--- config.mk ---
export PLATFORM = sky130hd
export DESIGN_NAME = tagged_attribute_record_parser
export DESIGN_NICKNAME = d
export VERILOG_FILES = /design/src/rtl/tap_pkg.sv /design/src/rtl/tap_cfg.sv /design/src/rtl/tap_fsm.sv /design/src/rtl/tagged_attribute_record_parser.sv
export SDC_FILE = /design/constraint.sdc
export NUM_CORES = 1
export LEC_CHECK = 0
export BUFFER_PORTS_ARGS = -buffer_cell sky130_fd_sc_hd__buf_2
export CAP_MARGIN = 20
export CELL_PAD_IN_SITES_DETAIL_PLACEMENT = 1
export CELL_PAD_IN_SITES_GLOBAL_PLACEMENT = 2
export CORE_MARGIN = 3
export CORE_UTILIZATION = 31
export CTS_BUF_LIST = sky130_fd_sc_hd__clkbuf_8
export DETAILED_ROUTE_END_ITERATION = 6
export PLACE_DENSITY = 0.85
export SLEW_MARGIN = 15
export SYNTH_ARGS = -nofsm -noshare
export SYNTH_HDL_FRONTEND = slang
export SYNTH_HIERARCHICAL = 1
export SYNTH_SLANG_ARGS = --single-unit
--- constraint.sdc ---
create_clock -name clk -period 2.75 [get_ports clk]
set_input_delay 0 -clock clk [delete_from_list [all_inputs] [get_ports clk]]
set_output_delay 0 -clock clk [all_outputs]
set_load 0.01 [all_outputs]
--- src/rtl/tap_pkg.sv ---
// Package: shared types, constants and helpers for the tagged attribute record parser.
`timescale 1ns / 1ps
package tap_pkg;

  localparam int CFG_AW = 5;
  localparam int CFG_DW = 32;

  localparam logic [7:0] OPEN_RST  = 8'd60;
  localparam logic [7:0] CLOSE_RST = 8'd62;
  localparam logic [7:0] EQUAL_RST = 8'd61;
  localparam logic [7:0] QUOTE_RST = 8'd34;
  localparam logic [7:0] SPACE_RST = 8'd32;

  typedef enum logic [2:0] {
    REG_OPEN  = 3'd0,
    REG_CLOSE = 3'd1,
    REG_EQUAL = 3'd2,
    REG_QUOTE = 3'd3,
    REG_SPACE = 3'd4
  } reg_idx_t;

  typedef enum logic [2:0] {
    PH_SEEK  = 3'd0,
    PH_TYPE  = 3'd1,
    PH_WS    = 3'd2,
    PH_NAME  = 3'd3,
    PH_QUOTE = 3'd4,
    PH_VALUE = 3'd5
  } phase_t;

  typedef enum logic [3:0] {
    K_TYPE_BYTE  = 4'd0,
    K_NAME_BYTE  = 4'd1,
    K_VALUE_BYTE = 4'd2,
    K_TYPE_DONE  = 4'd3,
    K_ATTR_DONE  = 4'd4,
    K_REC_DONE   = 4'd5,
    K_NO_REC     = 4'd6,
    K_UNEXP_END  = 4'd7,
    K_INVALID    = 4'd8
  } kind_t;

  typedef struct packed {
    logic       op;
    logic [7:0] in_byte;
  } in_word_t;

  typedef struct packed {
    kind_t      token_kind;
    logic [7:0] token_byte;
  } out_word_t;

  typedef struct packed {
    logic [7:0] open_char;
    logic [7:0] close_char;
    logic [7:0] equal_char;
    logic [7:0] quote_char;
    logic [7:0] space_char;
  } cfg_t;

  typedef struct packed {
    logic      valid;
    out_word_t word;
  } res_t;

  typedef struct packed {
    phase_t phase;
    logic   type_seen;
  } fsm_stat_t;

  function automatic logic is_ws(input logic [7:0] b);
    is_ws = ((b >= 8'd9) && (b <= 8'd13)) || (b == 8'd32);
  endfunction

endpackage

--- src/rtl/tap_cfg.sv ---
// Configuration register file with APB-style write and read access.
`timescale 1ns / 1ps
module tap_cfg
  import tap_pkg::*;
(
  input  logic              clk,
  input  logic              rst_n,
  input  logic              psel,
  input  logic              penable,
  input  logic              pwrite,
  input  logic [CFG_AW-1:0] paddr,
  input  logic [CFG_DW-1:0] pwdata,
  output logic [CFG_DW-1:0] prdata,
  output logic              pready,
  output cfg_t              cfg
);

  cfg_t     cfg_r;
  cfg_t     cfg_nxt;
  reg_idx_t idx;
  logic     wr_en;

  assign pready = 1'b1;
  assign idx    = reg_idx_t'(paddr[CFG_AW-1:2]);
  assign wr_en  = psel & penable & pwrite;
  assign cfg    = cfg_r;

  always_comb begin
    cfg_nxt = cfg_r;
    if (wr_en) begin
      unique case (idx)
        REG_OPEN:  cfg_nxt.open_char  = pwdata[7:0];
        REG_CLOSE: cfg_nxt.close_char = pwdata[7:0];
        REG_EQUAL: cfg_nxt.equal_char = pwdata[7:0];
        REG_QUOTE: cfg_nxt.quote_char = pwdata[7:0];
        REG_SPACE: cfg_nxt.space_char = pwdata[7:0];
        default:   cfg_nxt = cfg_r;
      endcase
    end
  end

  always_comb begin
    unique case (idx)
      REG_OPEN:  prdata = {24'd0, cfg_r.open_char};
      REG_CLOSE: prdata = {24'd0, cfg_r.close_char};
      REG_EQUAL: prdata = {24'd0, cfg_r.equal_char};
      REG_QUOTE: prdata = {24'd0, cfg_r.quote_char};
      REG_SPACE: prdata = {24'd0, cfg_r.space_char};
      default:   prdata = '0;
    endcase
  end

  always_ff @(posedge clk) begin
    if (!rst_n) begin
      cfg_r.open_char  <= OPEN_RST;
      cfg_r.close_char <= CLOSE_RST;
      cfg_r.equal_char <= EQUAL_RST;
      cfg_r.quote_char <= QUOTE_RST;
      cfg_r.space_char <= SPACE_RST;
    end else begin
      cfg_r <= cfg_nxt;
    end
  end

endmodule

--- src/rtl/tap_fsm.sv ---
// Parse state machine: phase and type-seen flag, token decode for one byte.
`timescale 1ns / 1ps
module tap_fsm
  import tap_pkg::*;
(
  input  logic      clk,
  input  logic      rst_n,
  input  cfg_t      cfg,
  input  logic      word_valid,
  input  in_word_t  word,
  input  logic      go,
  output res_t      res,
  output fsm_stat_t stat
);

  phase_t     phase_r, phase_nxt;
  logic       seen_r, seen_nxt;
  logic [7:0] b;
  logic       ws;

  assign b    = word.in_byte;
  assign ws   = is_ws(word.in_byte);
  assign stat = '{phase: phase_r, type_seen: seen_r};

  // next state
  always_comb begin
    phase_nxt = phase_r;
    seen_nxt  = seen_r;
    if (go) begin
      if (word.op) begin
        phase_nxt = PH_SEEK;
      end else begin
        unique case (phase_r)
          PH_TYPE: begin
            if (b == cfg.space_char) begin
              phase_nxt = seen_r ? PH_WS : PH_SEEK;
            end else if (!ws) begin
              seen_nxt = 1'b1;
            end
          end
          PH_WS: begin
            if (!ws) begin
              if (b == cfg.close_char)      phase_nxt = PH_SEEK;
              else if (b == cfg.equal_char) phase_nxt = PH_QUOTE;
              else                          phase_nxt = PH_NAME;
            end
          end
          PH_NAME: begin
            if (b == cfg.space_char)      phase_nxt = PH_SEEK;
            else if (b == cfg.equal_char) phase_nxt = PH_QUOTE;
          end
          PH_QUOTE: begin
            phase_nxt = (b == cfg.quote_char) ? PH_VALUE : PH_SEEK;
          end
          PH_VALUE: begin
            if (b == cfg.quote_char) phase_nxt = PH_WS;
          end
          default: begin
            if (b == cfg.open_char) begin
              phase_nxt = PH_TYPE;
              seen_nxt  = 1'b0;
            end else begin
              phase_nxt = PH_SEEK;
            end
          end
        endcase
      end
    end
  end

  // token output
  always_comb begin
    res = '{valid: 1'b0, word: '{token_kind: K_NO_REC, token_byte: 8'd0}};
    if (word_valid) begin
      if (word.op) begin
        res.valid           = 1'b1;
        res.word.token_kind = (phase_r == PH_SEEK) ? K_NO_REC : K_UNEXP_END;
      end else begin
        unique case (phase_r)
          PH_TYPE: begin
            if (b == cfg.space_char) begin
              res.valid           = 1'b1;
              res.word.token_kind = seen_r ? K_TYPE_DONE : K_INVALID;
            end else if (!ws) begin
              res.valid           = 1'b1;
              res.word.token_kind = K_TYPE_BYTE;
              res.word.token_byte = b;
            end
          end
          PH_WS: begin
            if (!ws) begin
              if (b == cfg.close_char) begin
                res.valid           = 1'b1;
                res.word.token_kind = K_REC_DONE;
              end else if (b != cfg.equal_char) begin
                res.valid           = 1'b1;
                res.word.token_kind = K_NAME_BYTE;
                res.word.token_byte = b;
              end
            end
          end
          PH_NAME: begin
            if (b == cfg.space_char) begin
              res.valid           = 1'b1;
              res.word.token_kind = K_INVALID;
            end else if (b != cfg.equal_char) begin
              res.valid           = 1'b1;
              res.word.token_kind = K_NAME_BYTE;
              res.word.token_byte = b;
            end
          end
          PH_QUOTE: begin
            if (b != cfg.quote_char) begin
              res.valid           = 1'b1;
              res.word.token_kind = K_INVALID;
            end
          end
          PH_VALUE: begin
            res.valid = 1'b1;
            if (b == cfg.quote_char) begin
              res.word.token_kind = K_ATTR_DONE;
            end else begin
              res.word.token_kind = K_VALUE_BYTE;
              res.word.token_byte = b;
            end
          end
          default: res.valid = 1'b0;
        endcase
      end
    end
  end

  always_ff @(posedge clk) begin
    if (!rst_n) begin
      phase_r <= PH_SEEK;
      seen_r  <= 1'b0;
    end else begin
      phase_r <= phase_nxt;
      seen_r  <= seen_nxt;
    end
  end

endmodule

--- src/rtl/tagged_attribute_record_parser.sv ---
// Top level: input register, parse state machine, output register, config port.
//
// Byte stream in on in_word (op = 0 data byte, op = 1 end of stream), one
// token word out on out_word per byte that yields a token; skipped bytes
// give nothing. A word moves when valid is high and stall is low.
// Throughput: one byte per cycle while in_stall is low; the parse state
// updates as each byte leaves the input register.
// When out_stall holds a token, the input register keeps feeding bytes
// that give no token; the first byte that has a token waits there and
// in_stall rises until the output register frees up.
// Reset clears the parse state to searching for the open byte, empties
// both registers and loads the default delimiter bytes.
// Config registers (byte address 4*i): open, close, equal, quote, space;
// write only while no word is in flight.
`timescale 1ns / 1ps
module tagged_attribute_record_parser
  import tap_pkg::*;
(
  input  logic              clk,
  input  logic              rst_n,
  input  logic              in_valid,
  output logic              in_stall,
  input  in_word_t          in_word,
  output logic              out_valid,
  input  logic              out_stall,
  output out_word_t         out_word,
  input  logic              psel,
  input  logic              penable,
  input  logic              pwrite,
  input  logic [CFG_AW-1:0] paddr,
  input  logic [CFG_DW-1:0] pwdata,
  output logic [CFG_DW-1:0] prdata,
  output logic              pready
);

  cfg_t      cfg;
  res_t      res;
  fsm_stat_t stat;

  logic      s1_valid_r, s1_valid_nxt;
  in_word_t  s1_word_r;
  logic      out_valid_r, out_valid_nxt;
  out_word_t out_word_r;
  logic      go;

  tap_cfg u_cfg (
    .clk     (clk),
    .rst_n   (rst_n),
    .psel    (psel),
    .penable (penable),
    .pwrite  (pwrite),
    .paddr   (paddr),
    .pwdata  (pwdata),
    .prdata  (prdata),
    .pready  (pready),
    .cfg     (cfg)
  );

  tap_fsm u_fsm (
    .clk        (clk),
    .rst_n      (rst_n),
    .cfg        (cfg),
    .word_valid (s1_valid_r),
    .word       (s1_word_r),
    .go         (go),
    .res        (res),
    .stat       (stat)
  );

  assign go           = s1_valid_r & (!res.valid | !out_valid_r | !out_stall);
  assign in_stall     = s1_valid_r & !go;
  assign s1_valid_nxt = in_stall ? s1_valid_r : in_valid;
  assign out_valid    = out_valid_r;
  assign out_word     = out_word_r;

  always_comb begin
    if (go && res.valid)        out_valid_nxt = 1'b1;
    else if (!out_stall)        out_valid_nxt = 1'b0;
    else                        out_valid_nxt = out_valid_r;
  end

  always_ff @(posedge clk) begin
    if (!rst_n) begin
      s1_valid_r  <= 1'b0;
      out_valid_r <= 1'b0;
    end else begin
      s1_valid_r  <= s1_valid_nxt;
      out_valid_r <= out_valid_nxt;
    end
  end

  always_ff @(posedge clk) begin
    if (!in_stall) s1_word_r <= in_word;
    if (go && res.valid) out_word_r <= res.word;
  end

  a_stall_needs_word: assert property (@(posedge clk) disable iff (!rst_n)
    in_stall |-> (s1_valid_r && res.valid && out_valid_r && out_stall))
    else $error("input stalled without a blocked token");

  a_end_to_seek: assert property (@(posedge clk) disable iff (!rst_n)
    (go && res.valid && (res.word.token_kind == K_REC_DONE ||
      res.word.token_kind == K_INVALID || res.word.token_kind == K_UNEXP_END ||
      res.word.token_kind == K_NO_REC)) |=> (stat.phase == PH_SEEK))
    else $error("record end did not return to seek");

  a_type_done_seen: assert property (@(posedge clk) disable iff (!rst_n)
    (go && res.valid && res.word.token_kind == K_TYPE_DONE) |-> stat.type_seen)
    else $error("type done without a type byte");

  a_zero_byte: assert property (@(posedge clk) disable iff (!rst_n)
    (out_valid && out_word.token_kind != K_TYPE_BYTE &&
      out_word.token_kind != K_NAME_BYTE && out_word.token_kind != K_VALUE_BYTE)
      |-> (out_word.token_byte == 8'd0))
    else $error("nonzero byte on a control token");

endmodule

**After elaboration in Yosys (flattened, before gate mapping)**

Cells that the tools add are included.

- Register bits: 67
- Output and inout port bits: 47
- Logic and storage cells: 106

- Order comparisons: 2
- Eq/ne operators: 24
- Multiplexer cells: 39
- Bitwise gates (word level): 9
- Reduce and logical (&&, ||, !) cells: 19

Operators with widths:

| kind | number |
|---|---|
| two-way mux 13 bit | 4 |
| equality test 8 bit | 5 |
| two-way mux 8 bit | 5 |
| case mux 8 bit (5 select lines) | 1 |
| case mux 8 bit (4 select lines) | 1 |
| two-way mux 3 bit | 10 |
| two-way mux 5 bit | 5 |
| case mux 4 bit (5 select lines) | 1 |
| != test 8 bit | 2 |
| case mux 3 bit (5 select lines) | 1 |
| equality test 3 x 2 -> 1 bit, second input constant | 4 |
| AND reduction 2 bit | 5 |
| equality test 3 bit, second input constant | 3 |
| equality test 8 x 6 -> 1 bit, second input constant | 1 |
| >= comparator 8 x 4 -> 1 bit, second input constant | 1 |
| less-or-equal comparator 8 x 4 -> 1 bit, second input constant | 1 |
| two-way mux 1 bit | 7 |
| equality test 3 x 1 -> 1 bit, second input constant | 2 |
| logical NOT 3 bit | 2 |
| != test 3 x 2 -> 1 bit, second input constant | 2 |
| AND reduction 6 bit | 1 |
| case mux 1 bit (5 select lines) | 1 |
| AND reduction 5 bit | 1 |
| bitwise AND 1 bit | 4 |
| 15 further kinds | 23 |

**Depth between registers and ports, before layout**

Gate-level depths: netlist of the first run.

- Word-level depth: 14
- Depth in mapped cells: 14

**Cells and area by module**

Netlist of the first run, hierarchy kept.

Modules (own cells, without submodules):

| module | times used | cells each | area each (um^2) | seq. area each (um^2) |
|---|---|---|---|---|
| tap_cfg | 1 | 222 | 2144.6 | 800.8 |
| tap_fsm | 1 | 164 | 1410.1 | 80.1 |
| tagged_attribute_record_parser | 1 | 32 | 724.4 | 670.6 |

**Worst setup path after synthesis of the first run**

No wires, ideal clock.

- Path type: reg2reg
- From: reg s1_word_r[2] (netlist name)
- To: reg out_word_r, in the netlist out_word[0], enable pin
- Setup time: 0.385 ns
- Arrival: 2.208 ns
- Slack: 0.157 ns
- Stages on the path, launching flop included: 10
- Path buffers: 1
- Period minus slack after synthesis: 2.593 ns
- Path through: edfxtp_1 -> buf_6 -> xnor2_2 -> nand4_1 -> or2_2 -> a21oi_1 -> o21a_1 -> o31a_1 -> nand2_1 -> a21oi_1

RTL lines:

| element | line | source |
|---|---|---|
| start, declared | tagged_attribute_record_parser.sv:41 | `in_word_t s1_word_r;` |
| start signal, assigned | tagged_attribute_record_parser.sv:93 | `if (!in_stall) s1_word_r <= in_word;` |
| end signal, assigned | tagged_attribute_record_parser.sv:94 | `if (go && res.valid) out_word_r <= res.word;` |
| end, declared | tagged_attribute_record_parser.sv:43 | `out_word_t out_word_r;` |

==> flow_summary_export.csv, run 1 <==
group,metric,value,unit
drt,met2_length,6.10,mm
drt,wl,12.3,mm
outcome,status,"finished, final reports clean",
job,drv_cap,0,
global_route,grt_pass1_vias,3522,
floorplanning,rows,42,
yosys,yosysWarnings,6,
floorplanning,pin_count,100,
drt,via_per_inst,4.93,
drt,postRouteAntennaNets,0,
worst_setup_path,reg2reg_depth,13,
final_layout,fillers,1531,
worst_setup_path,cp.arrival,2740,ps
floorplanning,die_w,123,um
sta,rsz0062_at_grt,"true",
clocking,insertion_delay,370,ps
floorplanning,fp.dieArea,15200,um^2
drt,met3_length,364,um
sta,slew_violations,0,
sta,fin_crit,2740,ps
global_route,grtUsageTotal,16.3,%
drt,met1_length,5.55,mm
clocking,h-tree-depth,3,
sta,tightest_slew,819,ps
yosys,syn-cell-area,4270,um^2
clocking,cts_buffers,9,
sta,hold_violations,0,
drt,vias,3384,
sta,holdWs,76.1,ps
clocking,cts.sinks,67,
clocking,cts_tree,"done",
sta,clock_skew,11.6,ps
place,port_buffers,48,
drt,first_pass_iters,4,
sta,setup_viol,0,
place,hpwlAfterDp,8.89,mm
final_layout,drive_gt1_share,28.8,%
sta,post-route-period-util,99.6,%
place,placedCellCount,639,
global_route,grt_max_degree,34,
final_layout,n_antenna_cell,0,
hold_path,hp-class,"input pin to flip-flop",
drt,drt_iter0_drc,211,
global_route,grt_pass1_wl,18.7,mm
worst_setup_path,path_class,"flip-flop to primary output",
sta,fmax,365,MHz
final_layout,fin_util,39.3,%
worst_setup_path,slowest_stage,"edfxtp_1",
clocking,clk_pin_slew_worst_paths,80,ps
pwr,power.total,2.17,mW
yosys,synth_cells,417,
worst_setup_path,worstPathCellList,"buf_6 -> buf_4 -> xnor2_2 -> nand4_1 -> or2_4 -> a21oi_1 -> o21a_1 -> o31a_1 -> buf_4 -> nand4_2 -> buf_12 -> inv_2 -> buf_2",
sta,max_slew_margin,44.8,%
final_layout,fin_cells,687,
place,gpl.final_weighted_congestion,0.878,
worst_setup_path,crit_required,2750,ps
hold_path,hold_depth,3,
drt,top_layer_used,"met4",
global_route,globalRouteOverflowTotal,0,
drt,post_drt_wl_per_cell,18.0,um
worst_setup_path,cp_slowest_stage_delay,390,ps
floorplanning,start_util,32.0,%
drt,drc,0,
worst_setup_path,worstSetupEndpointType,"primary output",
worst_setup_path,critical_path.max_fanout,5,
floorplanning,die_h,123,um
yosys,syn_area_per_cell,10.2,um^2
pwr,peakVddDrop,0.170,mV
final_layout,areaGrowthSynthToFinish,22.9,%
final_layout,nets,559,
clocking,clockBufferDepth,2,
clocking,clockRootBuffer,"clkbuf_8",
pwr,leakage,2.07,nW
worst_setup_path,crit_path_start_kind,"flip-flop",
worst_setup_path,worst_path_most_repeated_cell,"buf_4",
pwr,power_density,413,nW/um^2
global_route,antenna_found_initial,0,
worst_setup_path,reg2reg_slack,40,ps
floorplanning,core_region_area,13300,um^2
-- through the flow --
| stage | cell area [um^2] | setup slack (ps) | setup TNS (ps) |
|---|---|---|---|
| after floorplan | 4360 | 157 | 0 |
| after global placement | 4650 | 109 | 0 |
| after detailed placement | 4650 | 46.6 | 0 |
| after CTS | 5050 | 11.4 | 0 |
| after global routing | 5250 | -101 | -340 |
| final | 5250 | 10.6 | 0 |
-- cell usage in the layout (no fill, tap or decap), drive strengths merged, types with 13 or more instances in the layout --
master / instances
buf: 87
conb: 25
dfxtp: 46
dlygate4sd3: 18
edfxtp: 21
mux2i: 50
nand2: 48
nor2: 20
nor2b: 24
o21ai: 13
xnor2: 33
-- per-layer routing --
layer | track usage (%) | vias to the layer above
met4 | 7.27 | 0
met3 | 1.97 | 23
met2 | 27.7 | 81
met1 | 20.7 | 1684
li1 | - | 1596
met5 | 0 | -
-- cell type report --
class | count | area (um^2) | share of cell area (%)
timing repair buffer | 105 | 757 | 14.4
clock inverter | 7 | 68.8 | 1.31
multi-input combinational | 317 | 2500 | 47.7
clock buffer | 9 | 124 | 2.36
sequential | 67 | 1550 | 29.6
inverter | 6 | 22.5 | 0.429
tap | 176 | 220 | 4.20
-- power breakdown --
group	leakage (nW)	internal (mW)	total (mW)	switching, mW
Sequential	0.570	1.03	1.05	0.0156
Clock	0.0950	0.414	0.823	0.408
Combinational	1.40	0.141	0.302	0.160
-- final timing paths --
kind,endpoint,start
max,in_stall,s1_word_r[0]$_DFFE_PN_
min reg2reg,u_cfg/cfg[15]$_SDFFE_PN0P_,u_cfg/cfg[15]$_SDFFE_PN0P_
min,u_cfg/cfg[31]$_SDFFE_PN0P_,pwdata[7]
max reg2reg,u_fsm/seen_r$_SDFFE_PN0P_,s1_word_r[0]$_DFFE_PN_
-- critical path: cells and delay by family (launching register included) --
family                 cells  cell delay (ps)
flip-flops                 1              390
AND/OR/NAND/NOR            3              580
XOR/XNOR                   1              140
AO/OA/AOI/OAI              3              510
buffers and inverters      6              750
-- state kept, by name, indices dropped and copies added (netlist names) --
register,cells
u_fsm/seen_r,1
s1_word_r,9
out_word,12
s1_valid_r,1
u_cfg/cfg,40
out_valid,1
u_fsm/phase_r,3
-- timing repair --
| item | CTS | global route |
|---|---|---|
| hold buffers | 18 | 0 |
| hold endpoints to repair | 39 | 0 |
| pin swaps | 1 | 17 |
| endpoints found under the setup margin | 1 | 15 |
| setup buffers | 3 | 11 |
| gates resized for setup | 1 | 24 |
Note: power is estimated with default switching activity, not from simulation.
==> inputs of run 2 (changes only) <==
--- a/config.mk
+++ b/config.mk
@@ -5,15 +5,15 @@
 export SDC_FILE = /design/constraint.sdc
 export NUM_CORES = 1
 export LEC_CHECK = 0
-export BUFFER_PORTS_ARGS = -buffer_cell sky130_fd_sc_hd__buf_2
 export CAP_MARGIN = 20
 export CELL_PAD_IN_SITES_DETAIL_PLACEMENT = 1
 export CELL_PAD_IN_SITES_GLOBAL_PLACEMENT = 2
 export CORE_MARGIN = 3
-export CORE_UTILIZATION = 31
+export CORE_UTILIZATION = 44
 export CTS_BUF_LIST = sky130_fd_sc_hd__clkbuf_8
 export DETAILED_ROUTE_END_ITERATION = 6
-export PLACE_DENSITY = 0.85
+export DONT_BUFFER_PORTS = 1
+export PLACE_DENSITY = 0.94
 export SLEW_MARGIN = 15
 export SYNTH_ARGS = -nofsm -noshare
 export SYNTH_HDL_FRONTEND = slang
==> constraint.sdc (replaced) <==
create_clock -name clk -period 3.3 [get_ports clk]
set_input_delay 0 -clock clk [delete_from_list [all_inputs] [get_ports clk]]
set_output_delay 0 -clock clk [all_outputs]
set_load 0.01 [all_outputs]
==> run 2 against run 1 <==
- the flow now finishes with violations (negative hold slack)
- non-clock buffer count is 65 lower
- critical path depth fell by 1
- sequential cell count did not move
- setup slack better by 180 ps
- sequential power decreased by 16%
- clock power shrank 28%
- register-to-register slack improved by 150 ps
- wire length decreased by 5.7%
- critical endpoint is now u_fsm/seen_r$_SDFFE_PN0P_
- largest cell class unchanged
- largest power group unchanged
- highest routed layer unchanged
==> flow_summary_export.csv, run 2 (synthesized netlist as in run 1, its figures left out) <==
group,metric,value,unit
worst_setup_path,reg2reg_depth,12,
drt,post_drt_wl_per_cell,20.2,um
pwr,pwr-share-comb,11.1,%
sta,tns,0,ps
final_layout,largest_reg_flops,40,
sta,post-route-period-util,94.3,%
sta,slew_violations,0,
pwr,p_seq_share,53.1,%
clocking,clockRootBuffer,"clkbuf_8",
sta,fmax,321,MHz
worst_setup_path,path_class,"flip-flop to flip-flop",
drt,postRouteAntennaNets,0,
place,gpl.final_weighted_congestion,0.891,
pwr,peakVddDrop,0.156,mV
final_layout,fin_util,50.4,%
final_layout,n_antenna_cell,0,
drt,wl,11.6,mm
sta,max_slew_margin,39.2,%
drt,first_pass_iters,4,
worst_setup_path,critical_path.max_fanout,8,
floorplanning,rows,35,
outcome,status,"finished, violations left",
floorplanning,die_w,105,um
global_route,grtUsageTotal,21.6,%
sta,clock_skew,11.5,ps
final_layout,areaGrowthSynthToFinish,9.96,%
sta,hold_violations,1,
pwr,leakage,1.75,nW
clocking,clk_pin_slew_worst_paths,70,ps
worst_setup_path,worstPathCellList,"xnor2_4 -> nand4_4 -> nor2_4 -> a21oi_1 -> o21a_1 -> o31a_1 -> a31oi_2 -> nand2b_1 -> nand3b_1 -> nor3b_1 -> o21ai_0 -> a21oi_1",
hold_path,hp-class,"input pin to flip-flop",
worst_setup_path,worstSetupEndpointType,"flip-flop",
clocking,cts_tree,"done",
floorplanning,die_h,105,um
global_route,globalRouteOverflowTotal,0,
clocking,cts.sinks,67,
clocking,insertion_delay,350,ps
floorplanning,fp.dieArea,10900,um^2
global_route,grt_pass1_vias,3303,
outcome,violations,"negative hold slack",
hold_path,hold_start,"out_stall",
worst_setup_path,slowest_stage,"edfxtp_1",
worst_setup_path,critical_path.endpoint,"u_fsm/seen_r$_SDFFE_PN0P_",
floorplanning,core_region_area,9330,um^2
clocking,clockBufferDepth,2,
final_layout,drive_gt1_share,14.3,%
sta,rsz0062_at_grt,"false",
drt,drt_iter0_drc,127,
job,drv_cap,0,
final_layout,fillers,1067,
final_layout,nets,494,
worst_setup_path,cp_slowest_stage_delay,650,ps
clocking,h-tree-depth,3,
final_layout,final_common_cell,"mux2i_1",
clocking,cts_buffers,9,
global_route,antenna_found_initial,0,
worst_setup_path,crit_required,3570,ps
drt,vias,3171,
drt,drc,0,
place,hpwlAfterDp,8.29,mm
worst_setup_path,worstSetupStartpoint,"s1_word_r[4]$_DFFE_PN_",
pwr,clkPwrFrac,35.8,%
worst_setup_path,r2r-end,"u_fsm/seen_r$_SDFFE_PN0P_",
pwr,p_int,1.23,mW
floorplanning,pin_count,100,
sta,setup_viol,0,
global_route,grt_pass1_wl,18.3,mm
sta,tightest_slew,903,ps
worst_setup_path,cp.arrival,3390,ps
worst_setup_path,r2r_start,"s1_word_r[4]$_DFFE_PN_",
worst_setup_path,reg2reg_slack,190,ps
pwr,p_sw_share,26.0,%
final_layout,final_cell_mix,"mux2i_1, nand2_1, dfxtp_1",
place,port_buffers,0,
worst_setup_path,worst_path_most_repeated_cell,"a21oi_1",
worst_setup_path,crit_path_start_kind,"flip-flop",
global_route,grt_max_degree,60,
sta,holdWs,-12.8,ps
sta,fin_crit,3110,ps
pwr,power_density,353,nW/um^2
floorplanning,start_util,45.8,%
pwr,p_switching,0.430,mW
drt,via_per_inst,5.51,
run 2: power groups by stage:
| stage | sequential (mW) | combinational [mW] | clock (mW) |
|---|---|---|---|
| 2_1_floorplan | 0.885 | 0.168 | 0 |
| 3_3_place_gp | 0.901 | 0.135 | 0 |
| 3_5_place_dp | 0.902 | 0.138 | 0 |
| 4_1_cts | 0.883 | 0.173 | 0.601 |
| 5_1_grt | 0.882 | 0.197 | 0.643 |
| 6_report | 0.880 | 0.184 | 0.593 |
run 2: repair_timing:
item                                   CTS  global route
hold buffers                            23             1
endpoints found under the hold margin   55             5
setup endpoints to repair                0             2
resized for setup                        0             3
setup buffers                            0             8
run 2: layout make-up:
cell class | count | area, um^2 | area share, %
multi-input combinational | 317 | 2430 | 51.7
sequential | 67 | 1550 | 33.0
timing repair buffer | 40 | 370 | 7.88
tap | 129 | 161 | 3.44
clock buffer | 10 | 138 | 2.93
clock inverter | 6 | 26.3 | 0.559
inverter | 6 | 22.5 | 0.479
run 2: critical path, delay by kind of cell, from the launching register on:
family | cells | cell delay, ps
simple gates | 5 | 990
compound gates | 6 | 1120
flops | 1 | 650
xor+xnor | 1 | 280
run 2: layer usage:
layer  global-route usage [%]  vias up  routed length [um]
li1                         -     1463                   -
met1                     28.5     1572                5330
met2                     33.9      106                5420
met3                     4.08       30                 485
met4                     10.4        0                 400
met5                        0        -                   0
run 2: metrics by stage:
| stage | instance area [um^2] | hold WS [ps] | cells | setup slack (ps) | total power [mW] |
|---|---|---|---|---|---|
| finish | 4700 | -12.8 | 575 | 189 | 1.66 |
| global route | 4700 | 7.75 | 575 | 47.0 | 1.72 |
| CTS | 4600 | 1.26 | 566 | 29.4 | 1.66 |
| detailed placement | 4200 | 89.9 | 527 | 220 | 1.04 |
| global placement | 4200 | 90.4 | 527 | 378 | 1.04 |
| floorplan | 4360 | 98.9 | 440 | 707 | 1.05 |
run 2: worst min path at each step:
stage	to	slack (ps)	cells after the start
after global placement	u_cfg/cfg[16]$_SDFFE_PN1P_	90	1
after CTS	u_fsm/phase_r[1]$_SDFFE_PN0P_	1	3
after global routing	u_fsm/phase_r[1]$_SDFFE_PN0P_	8	3
after detailed placement	prdata[6]	90	1
after floorplan	s1_word_r[0]$_DFFE_PN_	100	0
final	u_fsm/phase_r[1]$_SDFFE_PN0P_	-10	3
